<file path="src/rtl/core/tpvs_pkg.sv">
`timescale 1ns / 1ps
`default_nettype none

package tpvs_pkg;

    // value and stage formats
    localparam int VALUE_BITS  = 24;
    localparam int STAGE_GUARD = 4;
    localparam int STAGE_BITS  = VALUE_BITS + STAGE_GUARD;
    localparam int STAGE_FRAC  = VALUE_BITS;

    // coefficient format, unsigned q0.24
    localparam int COEF_BITS = 24;
    localparam int COEF_FRAC = 24;
    localparam logic [COEF_BITS-1:0] A_COEF      = 24'd1174405;
    localparam logic [COEF_BITS-1:0] COEFF_RESET = 24'd69905;

    // shared multiplier widths
    localparam int MULA_BITS = STAGE_BITS + 2;
    localparam int MULB_BITS = COEF_BITS + 1;
    localparam int PROD_BITS = MULA_BITS + MULB_BITS;
    localparam int RND_BITS  = PROD_BITS - COEF_FRAC;
    localparam int SUM_BITS  = RND_BITS + 1;

    // snap distance, 0.0001 in stage format
    localparam longint SNAP_LIMIT = ((longint'(1) << STAGE_FRAC) + 5000) / 10000;

    // configuration port
    localparam int CFG_ADDR_BITS  = 3;
    localparam int CFG_INDEX_BITS = CFG_ADDR_BITS - 2;
    localparam int CFG_DATA_BITS  = 32;
    localparam logic [CFG_INDEX_BITS-1:0] REG_SMOOTHING_COEFF = 1'b0;

    typedef enum logic [1:0] {
        MUL_TGT_A,
        MUL_S2_A,
        MUL_DIFF_W
    } mul_sel_t;

    typedef struct packed {
        logic     start;
        logic     mul_en;
        mul_sel_t mul_sel;
        logic     ld_gm;
        logic     ld_diff_err;
        logic     ld_diff_stage;
        logic     upd_one;
        logic     upd_two;
        logic     snap;
        logic     finish;
    } dp_cmd_t;

    typedef struct packed {
        logic block_active;
    } dp_status_t;

endpackage

`default_nettype wire

</file>
<file path="src/rtl/core/tpvs_ctrl.sv">
`timescale 1ns / 1ps
`default_nettype none

module tpvs_ctrl
    import tpvs_pkg::*;
(
    input  wire logic       clk,
    input  wire logic       rst_n,
    input  wire logic       in_valid,
    input  wire logic       out_free,
    input  wire dp_status_t status,
    output logic            in_ready,
    output dp_cmd_t         cmd
);

    typedef enum logic [10:0] {
        ST_IDLE  = 11'b000_0000_0001,
        ST_MUL_A = 11'b000_0000_0010,
        ST_MUL_B = 11'b000_0000_0100,
        ST_DIFF1 = 11'b000_0000_1000,
        ST_MUL_C = 11'b000_0001_0000,
        ST_UPD1  = 11'b000_0010_0000,
        ST_DIFF2 = 11'b000_0100_0000,
        ST_MUL_D = 11'b000_1000_0000,
        ST_UPD2  = 11'b001_0000_0000,
        ST_SNAP  = 11'b010_0000_0000,
        ST_DONE  = 11'b100_0000_0000
    } state_t;

    state_t state_reg;
    state_t state_next;

    always_ff @(posedge clk or negedge rst_n)
    begin
        if (!rst_n)
        begin
            state_reg <= ST_IDLE;
        end
        else
        begin
            state_reg <= state_next;
        end
    end

    assign in_ready = (state_reg == ST_IDLE);

    always_comb
    begin
        state_next = state_reg;
        cmd        = '0;
        cmd.mul_sel = MUL_TGT_A;
        unique case (state_reg)
            ST_IDLE:
            begin
                if (in_valid)
                begin
                    cmd.start  = 1'b1;
                    state_next = ST_MUL_A;
                end
            end
            ST_MUL_A:
            begin
                cmd.mul_en  = 1'b1;
                cmd.mul_sel = MUL_TGT_A;
                state_next  = status.block_active ? ST_MUL_B : ST_DONE;
            end
            ST_MUL_B:
            begin
                cmd.mul_en  = 1'b1;
                cmd.mul_sel = MUL_S2_A;
                cmd.ld_gm   = 1'b1;
                state_next  = ST_DIFF1;
            end
            ST_DIFF1:
            begin
                cmd.ld_diff_err = 1'b1;
                state_next      = ST_MUL_C;
            end
            ST_MUL_C:
            begin
                cmd.mul_en  = 1'b1;
                cmd.mul_sel = MUL_DIFF_W;
                state_next  = ST_UPD1;
            end
            ST_UPD1:
            begin
                cmd.upd_one = 1'b1;
                state_next  = ST_DIFF2;
            end
            ST_DIFF2:
            begin
                cmd.ld_diff_stage = 1'b1;
                state_next        = ST_MUL_D;
            end
            ST_MUL_D:
            begin
                cmd.mul_en  = 1'b1;
                cmd.mul_sel = MUL_DIFF_W;
                state_next  = ST_UPD2;
            end
            ST_UPD2:
            begin
                cmd.upd_two = 1'b1;
                state_next  = ST_SNAP;
            end
            ST_SNAP:
            begin
                cmd.snap   = 1'b1;
                state_next = ST_DONE;
            end
            ST_DONE:
            begin
                if (out_free)
                begin
                    cmd.finish = 1'b1;
                    state_next = ST_IDLE;
                end
            end
            default:
            begin
                state_next = ST_IDLE;
            end
        endcase
    end

endmodule

`default_nettype wire

</file>
<file path="src/rtl/core/tpvs_datapath.sv">
`timescale 1ns / 1ps
`default_nettype none

module tpvs_datapath
    import tpvs_pkg::*;
(
    input  wire logic                         clk,
    input  wire logic                         rst_n,
    input  wire logic signed [VALUE_BITS-1:0] target,
    input  wire logic                         frame_first,
    input  wire logic                         frame_last,
    input  wire logic                         resync_request,
    input  wire logic        [COEF_BITS-1:0]  smoothing_coeff,
    input  wire dp_cmd_t                      cmd,
    output dp_status_t                        status,
    output logic signed      [VALUE_BITS-1:0] smoothed,
    output logic                              active
);

    localparam logic signed [PROD_BITS-1:0] ROUND_HALF =
        PROD_BITS'(longint'(1) <<< (COEF_FRAC - 1));
    localparam logic signed [STAGE_BITS:0] SNAP_POS = (STAGE_BITS + 1)'(SNAP_LIMIT);
    localparam logic signed [STAGE_BITS:0] SNAP_NEG = -SNAP_POS;
    localparam logic signed [STAGE_BITS:0] OUT_HALF =
        (STAGE_BITS + 1)'(longint'(1) <<< (STAGE_GUARD - 1));

    function automatic logic signed [STAGE_BITS-1:0] sat_stage(
        input logic signed [SUM_BITS-1:0] x
    );
        logic signed [STAGE_BITS-1:0] r;
        if (x[SUM_BITS-1:STAGE_BITS-1] == {(SUM_BITS - STAGE_BITS + 1){x[SUM_BITS-1]}})
        begin
            r = x[STAGE_BITS-1:0];
        end
        else
        begin
            r = {x[SUM_BITS-1], {(STAGE_BITS - 1){~x[SUM_BITS-1]}}};
        end
        return r;
    endfunction

    logic signed [STAGE_BITS-1:0] stage_one_reg;
    logic signed [STAGE_BITS-1:0] stage_two_reg;
    logic                         resync_pending_reg;
    logic                         block_active_reg;
    logic signed [VALUE_BITS-1:0] block_target_reg;
    logic                         last_reg;
    logic                         req_reg;
    logic signed [RND_BITS-1:0]   prod_reg;
    logic signed [STAGE_BITS-1:0] gm_reg;
    logic signed [MULA_BITS-1:0]  diff_reg;

    logic signed [STAGE_BITS-1:0] in_stage;
    logic signed [STAGE_BITS-1:0] tgt_stage;
    logic signed [MULA_BITS-1:0]  mul_a;
    logic signed [MULB_BITS-1:0]  mul_b;
    logic signed [PROD_BITS-1:0]  product;
    logic signed [PROD_BITS-1:0]  product_rnd;
    logic signed [SUM_BITS-1:0]   prod_wide;
    logic signed [SUM_BITS-1:0]   gm_sum;
    logic signed [SUM_BITS-1:0]   s1_sum;
    logic signed [SUM_BITS-1:0]   s2_sum;
    logic signed [MULA_BITS-1:0]  err_diff;
    logic signed [MULA_BITS-1:0]  stage_diff;
    logic signed [STAGE_BITS:0]   snap_diff;
    logic                         snap_near;
    logic signed [STAGE_BITS:0]   out_sum;
    logic signed [VALUE_BITS:0]   out_shift;

    assign in_stage  = {target, {STAGE_GUARD{1'b0}}};
    assign tgt_stage = {block_target_reg, {STAGE_GUARD{1'b0}}};

    // one shared multiplier, rounded to nearest with ties upward
    always_comb
    begin
        unique case (cmd.mul_sel)
            MUL_TGT_A:
            begin
                mul_a = {{(MULA_BITS - STAGE_BITS){tgt_stage[STAGE_BITS-1]}}, tgt_stage};
                mul_b = {1'b0, A_COEF};
            end
            MUL_S2_A:
            begin
                mul_a = {{(MULA_BITS - STAGE_BITS){stage_two_reg[STAGE_BITS-1]}},
                         stage_two_reg};
                mul_b = {1'b0, A_COEF};
            end
            MUL_DIFF_W:
            begin
                mul_a = diff_reg;
                mul_b = {1'b0, smoothing_coeff};
            end
            default:
            begin
                mul_a = diff_reg;
                mul_b = {1'b0, smoothing_coeff};
            end
        endcase
    end

    assign product     = PROD_BITS'(mul_a) * PROD_BITS'(mul_b);
    assign product_rnd = product + ROUND_HALF;

    assign prod_wide = {prod_reg[RND_BITS-1], prod_reg};
    assign gm_sum    = {{(SUM_BITS - STAGE_BITS){tgt_stage[STAGE_BITS-1]}}, tgt_stage}
                       + prod_wide;
    assign s1_sum    = {{(SUM_BITS - STAGE_BITS){stage_one_reg[STAGE_BITS-1]}},
                        stage_one_reg} + prod_wide;
    assign s2_sum    = {{(SUM_BITS - STAGE_BITS){stage_two_reg[STAGE_BITS-1]}},
                        stage_two_reg} + prod_wide;

    assign err_diff   = {{(MULA_BITS - STAGE_BITS){gm_reg[STAGE_BITS-1]}}, gm_reg}
                      - {{(MULA_BITS - STAGE_BITS){stage_one_reg[STAGE_BITS-1]}},
                         stage_one_reg}
                      - prod_reg[MULA_BITS-1:0];
    assign stage_diff = {{(MULA_BITS - STAGE_BITS){stage_one_reg[STAGE_BITS-1]}},
                         stage_one_reg}
                      - {{(MULA_BITS - STAGE_BITS){stage_two_reg[STAGE_BITS-1]}},
                         stage_two_reg};

    assign snap_diff = {tgt_stage[STAGE_BITS-1], tgt_stage}
                     - {stage_two_reg[STAGE_BITS-1], stage_two_reg};
    assign snap_near = (snap_diff > SNAP_NEG) && (snap_diff < SNAP_POS);

    always_ff @(posedge clk or negedge rst_n)
    begin
        if (!rst_n)
        begin
            stage_one_reg      <= '0;
            stage_two_reg      <= '0;
            resync_pending_reg <= 1'b1;
            block_active_reg   <= 1'b0;
            block_target_reg   <= '0;
        end
        else
        begin
            if (cmd.start && frame_first)
            begin
                block_target_reg <= target;
                if (resync_pending_reg)
                begin
                    stage_one_reg      <= in_stage;
                    stage_two_reg      <= in_stage;
                    resync_pending_reg <= 1'b0;
                    block_active_reg   <= 1'b0;
                end
                else
                begin
                    block_active_reg <= (stage_two_reg != in_stage);
                end
            end
            if (cmd.upd_one)
            begin
                stage_one_reg <= sat_stage(s1_sum);
            end
            if (cmd.upd_two)
            begin
                stage_two_reg <= sat_stage(s2_sum);
            end
            if (cmd.snap && last_reg && snap_near)
            begin
                stage_two_reg <= tgt_stage;
            end
            if (cmd.finish && req_reg)
            begin
                resync_pending_reg <= 1'b1;
            end
        end
    end

    always_ff @(posedge clk)
    begin
        if (cmd.start)
        begin
            last_reg <= frame_last;
            req_reg  <= resync_request;
        end
        if (cmd.mul_en)
        begin
            prod_reg <= product_rnd[PROD_BITS-1:COEF_FRAC];
        end
        if (cmd.ld_gm)
        begin
            gm_reg <= sat_stage(gm_sum);
        end
        if (cmd.ld_diff_err)
        begin
            diff_reg <= err_diff;
        end
        else if (cmd.ld_diff_stage)
        begin
            diff_reg <= stage_diff;
        end
    end

    // output rounding from the guard bits, then saturation
    assign out_sum   = {stage_two_reg[STAGE_BITS-1], stage_two_reg} + OUT_HALF;
    assign out_shift = out_sum[STAGE_BITS:STAGE_GUARD];

    always_comb
    begin
        if (out_shift[VALUE_BITS] == out_shift[VALUE_BITS-1])
        begin
            smoothed = out_shift[VALUE_BITS-1:0];
        end
        else
        begin
            smoothed = {out_shift[VALUE_BITS], {(VALUE_BITS - 1){~out_shift[VALUE_BITS]}}};
        end
    end

    assign active              = block_active_reg;
    assign status.block_active = block_active_reg;

endmodule

`default_nettype wire

</file>
<file path="src/rtl/core/two_pole_value_smoother.sv">
`timescale 1ns / 1ps
`default_nettype none

// two-pole value smoother: takes one frame item per transfer and returns one
// result per item, stage two of a cascade of two one-pole stages that move
// towards a target in signed q3.20. the target is latched on a frame that
// carries the first-of-block flag; a pending resync (set by a request on any
// earlier frame) loads both stages with it and bypasses the block, as does a
// target that stage two already sits on. on the last frame of a smoothed block
// stage two snaps to the target when within 0.0001. a smoothed item runs four
// products in turn through a single 30x25 multiplier, each followed by its add
// or subtraction (saturated but for the error), then the snap; a bypassed item
// goes from the first product step to the result. the result is registered once
// the result register is free, and the next item is taken after that. one item
// is in work at a time; the result register lets the next item in while a result
// still waits on the output side. the smoothing weight must be written over the
// register port only while the block is idle; the block does not enforce this.
module two_pole_value_smoother
    import tpvs_pkg::*;
(
    input  wire logic                     clk,
    input  wire logic                     rst_n,

    // frame input
    input  wire logic                     s_axis_tvalid,
    output logic                          s_axis_tready,
    input  wire logic [VALUE_BITS-1:0]    s_axis_tdata,   // [23:0] target
    input  wire logic                     s_axis_tlast,   // frame_last
    input  wire logic [1:0]               s_axis_tuser,   // [0] frame_first, [1] resync_request

    // result output
    output logic                          m_axis_tvalid,
    input  wire logic                     m_axis_tready,
    output logic [VALUE_BITS-1:0]         m_axis_tdata,   // [23:0] smoothed
    output logic                          m_axis_tuser,   // [0] active

    // register port
    input  wire logic                     psel,
    input  wire logic                     penable,
    input  wire logic                     pwrite,
    input  wire logic [CFG_ADDR_BITS-1:0] paddr,
    input  wire logic [CFG_DATA_BITS-1:0] pwdata,
    output logic      [CFG_DATA_BITS-1:0] prdata,
    output logic                          pready
);

    dp_cmd_t    cmd;
    dp_status_t status;

    logic [COEF_BITS-1:0]         coeff_reg;
    logic                         out_valid_reg;
    logic signed [VALUE_BITS-1:0] out_data_reg;
    logic                         out_active_reg;

    logic signed [VALUE_BITS-1:0] dp_smoothed;
    logic                         dp_active;
    logic                         out_free;
    logic                         cfg_hit;

    // register port: zero wait states, word index from paddr above the byte bits
    assign pready  = 1'b1;
    assign cfg_hit = (paddr[CFG_ADDR_BITS-1:2] == REG_SMOOTHING_COEFF);

    always_ff @(posedge clk or negedge rst_n)
    begin
        if (!rst_n)
        begin
            coeff_reg <= COEFF_RESET;
        end
        else if (psel && penable && pwrite && pready && cfg_hit)
        begin
            coeff_reg <= pwdata[COEF_BITS-1:0];
        end
    end

    always_comb
    begin
        prdata = '0;
        if (cfg_hit)
        begin
            prdata = {{(CFG_DATA_BITS - COEF_BITS){1'b0}}, coeff_reg};
        end
    end

    // sequencer and datapath
    tpvs_ctrl u_ctrl (
        .clk      (clk),
        .rst_n    (rst_n),
        .in_valid (s_axis_tvalid),
        .out_free (out_free),
        .status   (status),
        .in_ready (s_axis_tready),
        .cmd      (cmd)
    );

    tpvs_datapath u_datapath (
        .clk             (clk),
        .rst_n           (rst_n),
        .target          (s_axis_tdata),
        .frame_first     (s_axis_tuser[0]),
        .frame_last      (s_axis_tlast),
        .resync_request  (s_axis_tuser[1]),
        .smoothing_coeff (coeff_reg),
        .cmd             (cmd),
        .status          (status),
        .smoothed        (dp_smoothed),
        .active          (dp_active)
    );

    // result register: loads when empty or being drained this cycle
    assign out_free = !out_valid_reg || m_axis_tready;

    always_ff @(posedge clk or negedge rst_n)
    begin
        if (!rst_n)
        begin
            out_valid_reg <= 1'b0;
        end
        else if (cmd.finish)
        begin
            out_valid_reg <= 1'b1;
        end
        else if (m_axis_tready)
        begin
            out_valid_reg <= 1'b0;
        end
    end

    always_ff @(posedge clk)
    begin
        if (cmd.finish)
        begin
            out_data_reg   <= dp_smoothed;
            out_active_reg <= dp_active;
        end
    end

    assign m_axis_tvalid = out_valid_reg;
    assign m_axis_tdata  = out_data_reg;
    assign m_axis_tuser  = out_active_reg;

    // a result is never written over one that is still waiting
    assert property (@(posedge clk) disable iff (!rst_n)
        cmd.finish |-> (!out_valid_reg || m_axis_tready))
        else $error("result register overwritten");

    // one item in work at a time
    assert property (@(posedge clk) disable iff (!rst_n)
        (s_axis_tvalid && s_axis_tready) |=> !s_axis_tready)
        else $error("second item accepted while busy");

    // every new result comes from a finished item
    assert property (@(posedge clk) disable iff (!rst_n)
        (m_axis_tvalid && !$past(m_axis_tvalid)) |-> $past(cmd.finish))
        else $error("result appeared without a finished item");

    // the sequencer is back to taking items right after finishing
    assert property (@(posedge clk) disable iff (!rst_n)
        cmd.finish |=> s_axis_tready)
        else $error("input not ready after finish");

endmodule

`default_nettype wire
</file>
<file path="config.mk">
export PLATFORM = sky130hd
export DESIGN_NAME = two_pole_value_smoother
export DESIGN_NICKNAME = d
export VERILOG_FILES = /design/src/rtl/core/tpvs_pkg.sv /design/src/rtl/core/tpvs_ctrl.sv /design/src/rtl/core/tpvs_datapath.sv /design/src/rtl/core/two_pole_value_smoother.sv
export SDC_FILE = /design/constraint.sdc
export NUM_CORES = 2
export LEC_CHECK = 0
export ABC_AREA = 1
export BUFFER_PORTS_ARGS = -buffer_cell sky130_fd_sc_hd__buf_2
export CAP_MARGIN = 20
export CORE_ASPECT_RATIO = 0.9
export CORE_MARGIN = 2
export CORE_UTILIZATION = 45
export CTS_CLUSTER_SIZE = 12
export DETAILED_ROUTE_END_ITERATION = 8
export PLACE_DENSITY = 0.68
export SETUP_SLACK_MARGIN = 0.4
export SLEW_MARGIN = 10
export SYNTH_ARGS = -nofsm -noshare
export SYNTH_HDL_FRONTEND = slang
export SYNTH_HIERARCHICAL = 1
export SYNTH_SLANG_ARGS = --single-unit
</file>
<file path="constraint.sdc">
create_clock -name clk -period 8.6 [get_ports clk]
set_input_delay 1.72 -clock clk [delete_from_list [all_inputs] [get_ports clk]]
set_output_delay 1.72 -clock clk [all_outputs]
set_load 0.01 [all_outputs]
</file>
# Word-level counts from Yosys, hierarchy flattened

Index checks and enable logic that the tools add are counted.

Flip-flop bits (word level): 234
Bits of input ports: 69
Output and inout port bits: 60
Word-level logic and storage cells: 108

Add/sub/neg operators: 9
Multiply operators: 1
$lt $le $gt $ge: 2
Equal/unequal tests: 19
Multiplexer cells: 34
Bitwise operators: 5
Reductions and logical operators: 23

Operator list:

| kind                   | number |
|---|---|
| $mux 28                | 8 |
| $pmux 11 s11           | 1 |
| $add 28x31->32         | 3 |
| $sub 28x28->29         | 3 |
| $mux 24                | 3 |
| $mux 30                | 2 |
| $pmux 30 s2            | 1 |
| $add 55x25->55 const B | 1 |
| $mul 30x25->55         | 1 |
| $mux 11                | 3 |
| $sub 30x30->30         | 1 |
| $add 28x5->29 const B  | 1 |
| $gt 29x12->1 const B   | 1 |
| $lt 29x12->1 const B   | 1 |
| $ne 28x28->1           | 1 |
| $mux 1                 | 15 |
| $eq 4x4->1             | 3 |
| $eq 11x1->1 const B    | 1 |
| $eq 11x10->1 const B   | 1 |
| $eq 11x11->1 const B   | 1 |
| $eq 11x2->1 const B    | 1 |
| $eq 11x3->1 const B    | 1 |
| $eq 11x4->1 const B    | 1 |
| $eq 11x5->1 const B    | 1 |
| 17 further kinds       | 37 |

# Logic depth before layout (Yosys ltp)

Word-level depth: 8
Depth in mapped cells: 41
Gate-level depth less buffers: 39

# Hierarchy

The synthesis kept the hierarchy.

Modules (own cells, without submodules):

| module                  | times used | cells an instance | area an instance (µm²) |
|---|---|---|---|
| tpvs_datapath           | 1          | 6635              | 47705.8 |
| two_pole_value_smoother | 1          | 199               | 2064.5 |
| tpvs_ctrl               | 1          | 99                | 713.2 |

# Worst setup path before layout

Ideal clock, no wire load.

Path kind: reg2reg
Start point: reg u_ctrl.state_reg[10]
End point: reg u_datapath.prod_reg[30] (data pin)
Arrival: 7839 ps
Required time: 8340 ps
Path slack: 501 ps
Cell stages (with the launch flop): 33
Buffers on the path: 3
Path through: dfrtp_1 > nor2_2 > nand2_2 > inv_2 > nand2_4 > a21oi_4 > inv_1 > clkbuf_1 > buf_1 > o21ai_1 > inv_1 > clkbuf_1 > nand2_1 > inv_1 > fa_1 > fa_1 > inv_1 > fa_1 > inv_1 > fa_1 > fa_1 > fa_1 > inv_1 > fa_1 > inv_1 > ha_1 > a21oi_1 > inv_1 > a31oi_1 > o21ai_0 > a221oi_1 > nand3_1 > xor2_1

RTL lines:

| element                | line                 | source |
|---|---|---|
| start, declared        | tpvs_ctrl.sv:30      | `state_t state_reg;` |
| start signal, assigned | tpvs_ctrl.sv:41      | `state_reg <= state_next;` |
| end signal, assigned   | tpvs_datapath.sv:180 | `prod_reg <= product_rnd[PROD_BITS-1:COEF_FRAC];` |
| end, declared          | tpvs_datapath.sv:49  | `logic signed [RND_BITS-1:0] prod_reg;` |

==> results_dict.tcl <==
set metrics [dict create \
    status "finished clean" \
    yosys.area_share.adder_pct 39.03 \
    clk_path_buf_depth 3 \
    numCtsBuffers 35 \
    synth_compound_gate_area_share_pct 8.241 \
    syn-cell-area_um2 50480 \
    hold_path.class "reg2reg" \
    yosysWarnings 6 \
    coreArea_um2 111200 \
    synth.area.top_cells "fa_1, nand2_1, inv_1" \
    finalSetupViolations 0 \
    io_pins 129 \
    synth_cell_type_count 63 \
    synth_seq_cells 234 \
    crit_arrival_ns 8.37 \
    die_area_um2 114900 \
    synth.mux.area_fraction_pct 0.04213 \
    finalWeightedCongestion 1.090 \
    routed.top_layer "met5" \
    critPathLaunchType "flop" \
    wl_met1_mm 72.31 \
    rr_startpoint "u_ctrl/state_reg[8]" \
    met3_length_mm 21.64 \
    initial_core_util_pct 45.41 \
    end_kind "flop" \
    ctsHoldBuffers 0 \
    drt_iter0_drc 5183 \
    hold_viol_final 0 \
    dp_cells 8594 \
    grt_pass1_wl_mm 278.0 \
    hold_start "coeff_reg[16]" \
    grt_use_total_pct 32.00 \
    crit_path_top_delay_cell "fa_1" \
    die_h_um 321.8 \
    final_cell_mix "nand2_1, inv_1, fa_1" \
    grt_max_degree 51 \
    cts.sinks 234 \
    critPathLaunch "u_ctrl/state_reg[8]" \
    clockRootBuffer "clkbuf_16" \
    period_share_pct 93.87 \
    final_nets 8398 \
    synth_xor_area_share_pct 3.222 \
    fin_crit_ns 8.073 \
    area_delta_synth_final_pct 12.61 \
    synth-simple-area-share_pct 22.86 \
    worst_path_largest_cell_delay_ns 0.59 \
    mostFrequentLayoutCell "nand2_1" \
    num_antenna_cells 0 \
    num_rows 116 \
    io_buffers 109 \
    synth_top_area_share_pct 29.66 \
    cp_top_family "adder cells" \
    worst_pin_slew_ns 1.098 \
    drive_gt1_share_pct 10.53 \
    synth_edf_count 116 \
    grt-ovfl-total 0 \
    final-seq-area_um2 6445 \
    fin_setup_tns_ns 0 \
    hold_ws_ns 0.4792 \
    cap_violations 0 \
    clk_pin_slew_worst_paths_ns 0.06 \
    netlist_instances 6933 \
    num_vias 47730 \
    cp_max_fo 6 \
    postRouteWirelength_mm 184.1 \
    die_w_um 357.1 \
    viasPerCell 5.483 \
    ant_nets 0 \
    synth-async-reset-ratio_pct 50.43 \
    finClkSkew_ns 0.04312 \
    synth_top_family_by_area "adder cells" \
    rsz0062_at_grt "true" \
    dr.pass1.iters 8 \
    largest_reg_flops 31 \
    syn_avg_cell_area_um2 7.282 \
    cts_tree "built" \
    clk_latency_ns 0.60 \
    yosys.area.top_type "fa_1" \
    cp_data_required_time_ns 8.90 \
    critPathKind "reg2reg" \
    cts_max_level 2 \
    slew_headroom_pct 26.65 \
    grt_pass1_vias 47280 \
    path_buf_inv 11 \
    ys_seq_area_share_pct 12.77 \
    met2_length_mm 80.57 \
    wl_per_cell_um 21.15 \
    final_cells 8705 \
    drv_slew 0 \
    antenna_found_initial 4 \
    multi_input_area_um2 37870 \
    fmax_ghz 0.1239 \
    nFillCells 10770 \
    remaining_drc_errors 0 \
    yosys_most_used_dff "edfxtp_1" \
    dp.final_hpwl_mm 150.4 \
]
[worst register-to-register path, delay by kind of cell, from the launching register on]
kind,cells,cell delay [ns]
adders and majority gates,8,3.88
buffers and inverters,11,1.49
and+or+nand+nor,15,1.59
AOI/OAI and AO/OA,3,0.44
DFF,1,0.39
[worst paths after layout]
| check | endpoint | slack [ns] | cells after the start |
|---|---|---|---|
| max | u_datapath/prod_reg[23] | 0.53 | 37 |
| min | coeff_reg[16] | 0.48 | 2 |
| max reg2reg | u_datapath/prod_reg[23] | 0.53 | 37 |
| min reg2reg | coeff_reg[16] | 0.48 | 2 |
| max in group asynchronous | u_datapath/stage_one_reg[22] | 5.87 | 3 |
| min in group asynchronous | coeff_reg[18] | 1.04 | 1 |
[synth_stat cells (5+ instances only)]
library cell and number:
o21ai_0 207, nand3_1 284, buf_1 23, buf_2 25
nand3_2 6, nand2_1 1643, nand4_1 67, nor2_2 7
buf_6 5, nor2_4 7, a21oi_1 338, o21ai_2 8
a21o_1 14, xor2_1 119, o211ai_1 17, clkbuf_1 117
nand3b_1 18, a21boi_0 8, dfrtp_1 111, nor2_1 684
edfxtp_1 116, nor3_1 44, dfstp_2 7, o22ai_1 12
buf_4 15, ha_1 378, xnor2_1 63, or2_2 10
inv_2 21, clkinv_1 24, o21a_1 44, o21ai_1 24
fa_1 748, inv_1 1592, a31oi_1 35, nand2_4 5
nor4_1 16, o21bai_1 13, nand2_2 10
[through the flow]
stage / cell area [µm²] / setup WS, ns / util, %
finish: 56850 / 0.5268 / 51.13
global route: 56850 / 0.2811 / 51.13
CTS: 55540 / 0.4013 / 49.96
detailed placement: 54210 / 0.08291 / 48.76
global placement: 54210 / 0.1138 / 48.76
floorplan: 50510 / 0.5010 / -
[routing by layer]
| layer | global-route usage (%) | vias up |
|---|---|---|
| met5 | 0 | - |
| met1 | 42.16 | 22990 |
| met4 | 14.03 | 6 |
| met3 | 8.034 | 514 |
| li1 | - | 21610 |
| met2 | 49.78 | 2622 |
[layout make-up]
| cell class | count | area share (%) |
|---|---|---|
| clock buffers | 43 | 1.648 |
| clock inverters | 21 | 0.3852 |
| inverters | 1637 | 10.94 |
| multi-input cells | 4883 | 66.61 |
| flip-flops and latches | 234 | 11.34 |
| well taps | 1475 | 3.246 |
| repair buffers | 412 | 5.837 |
[kinds of logic (layout without fill, tap and decap cells)]
logic type,Yosys count,in the layout
AOI/OAI and AO/OA,745,745
xor gates and xnor gates,184,184
adders and majority gates,1126,1126
buffers and inverters,1823,2113
DFF,234,234
muxes,2,2
other,2,9
and+or+nand+nor,2817,2817
[timing repair]
action	in CTS	in global routing
pin swaps	2	46
endpoints found under the setup margin	23	28
setup buffers	4	38
cloned	0	5
resized for setup	52	242
Power is not shown: default switching activity piles up to over one toggle a cycle in this logic, so the estimate is an artifact.
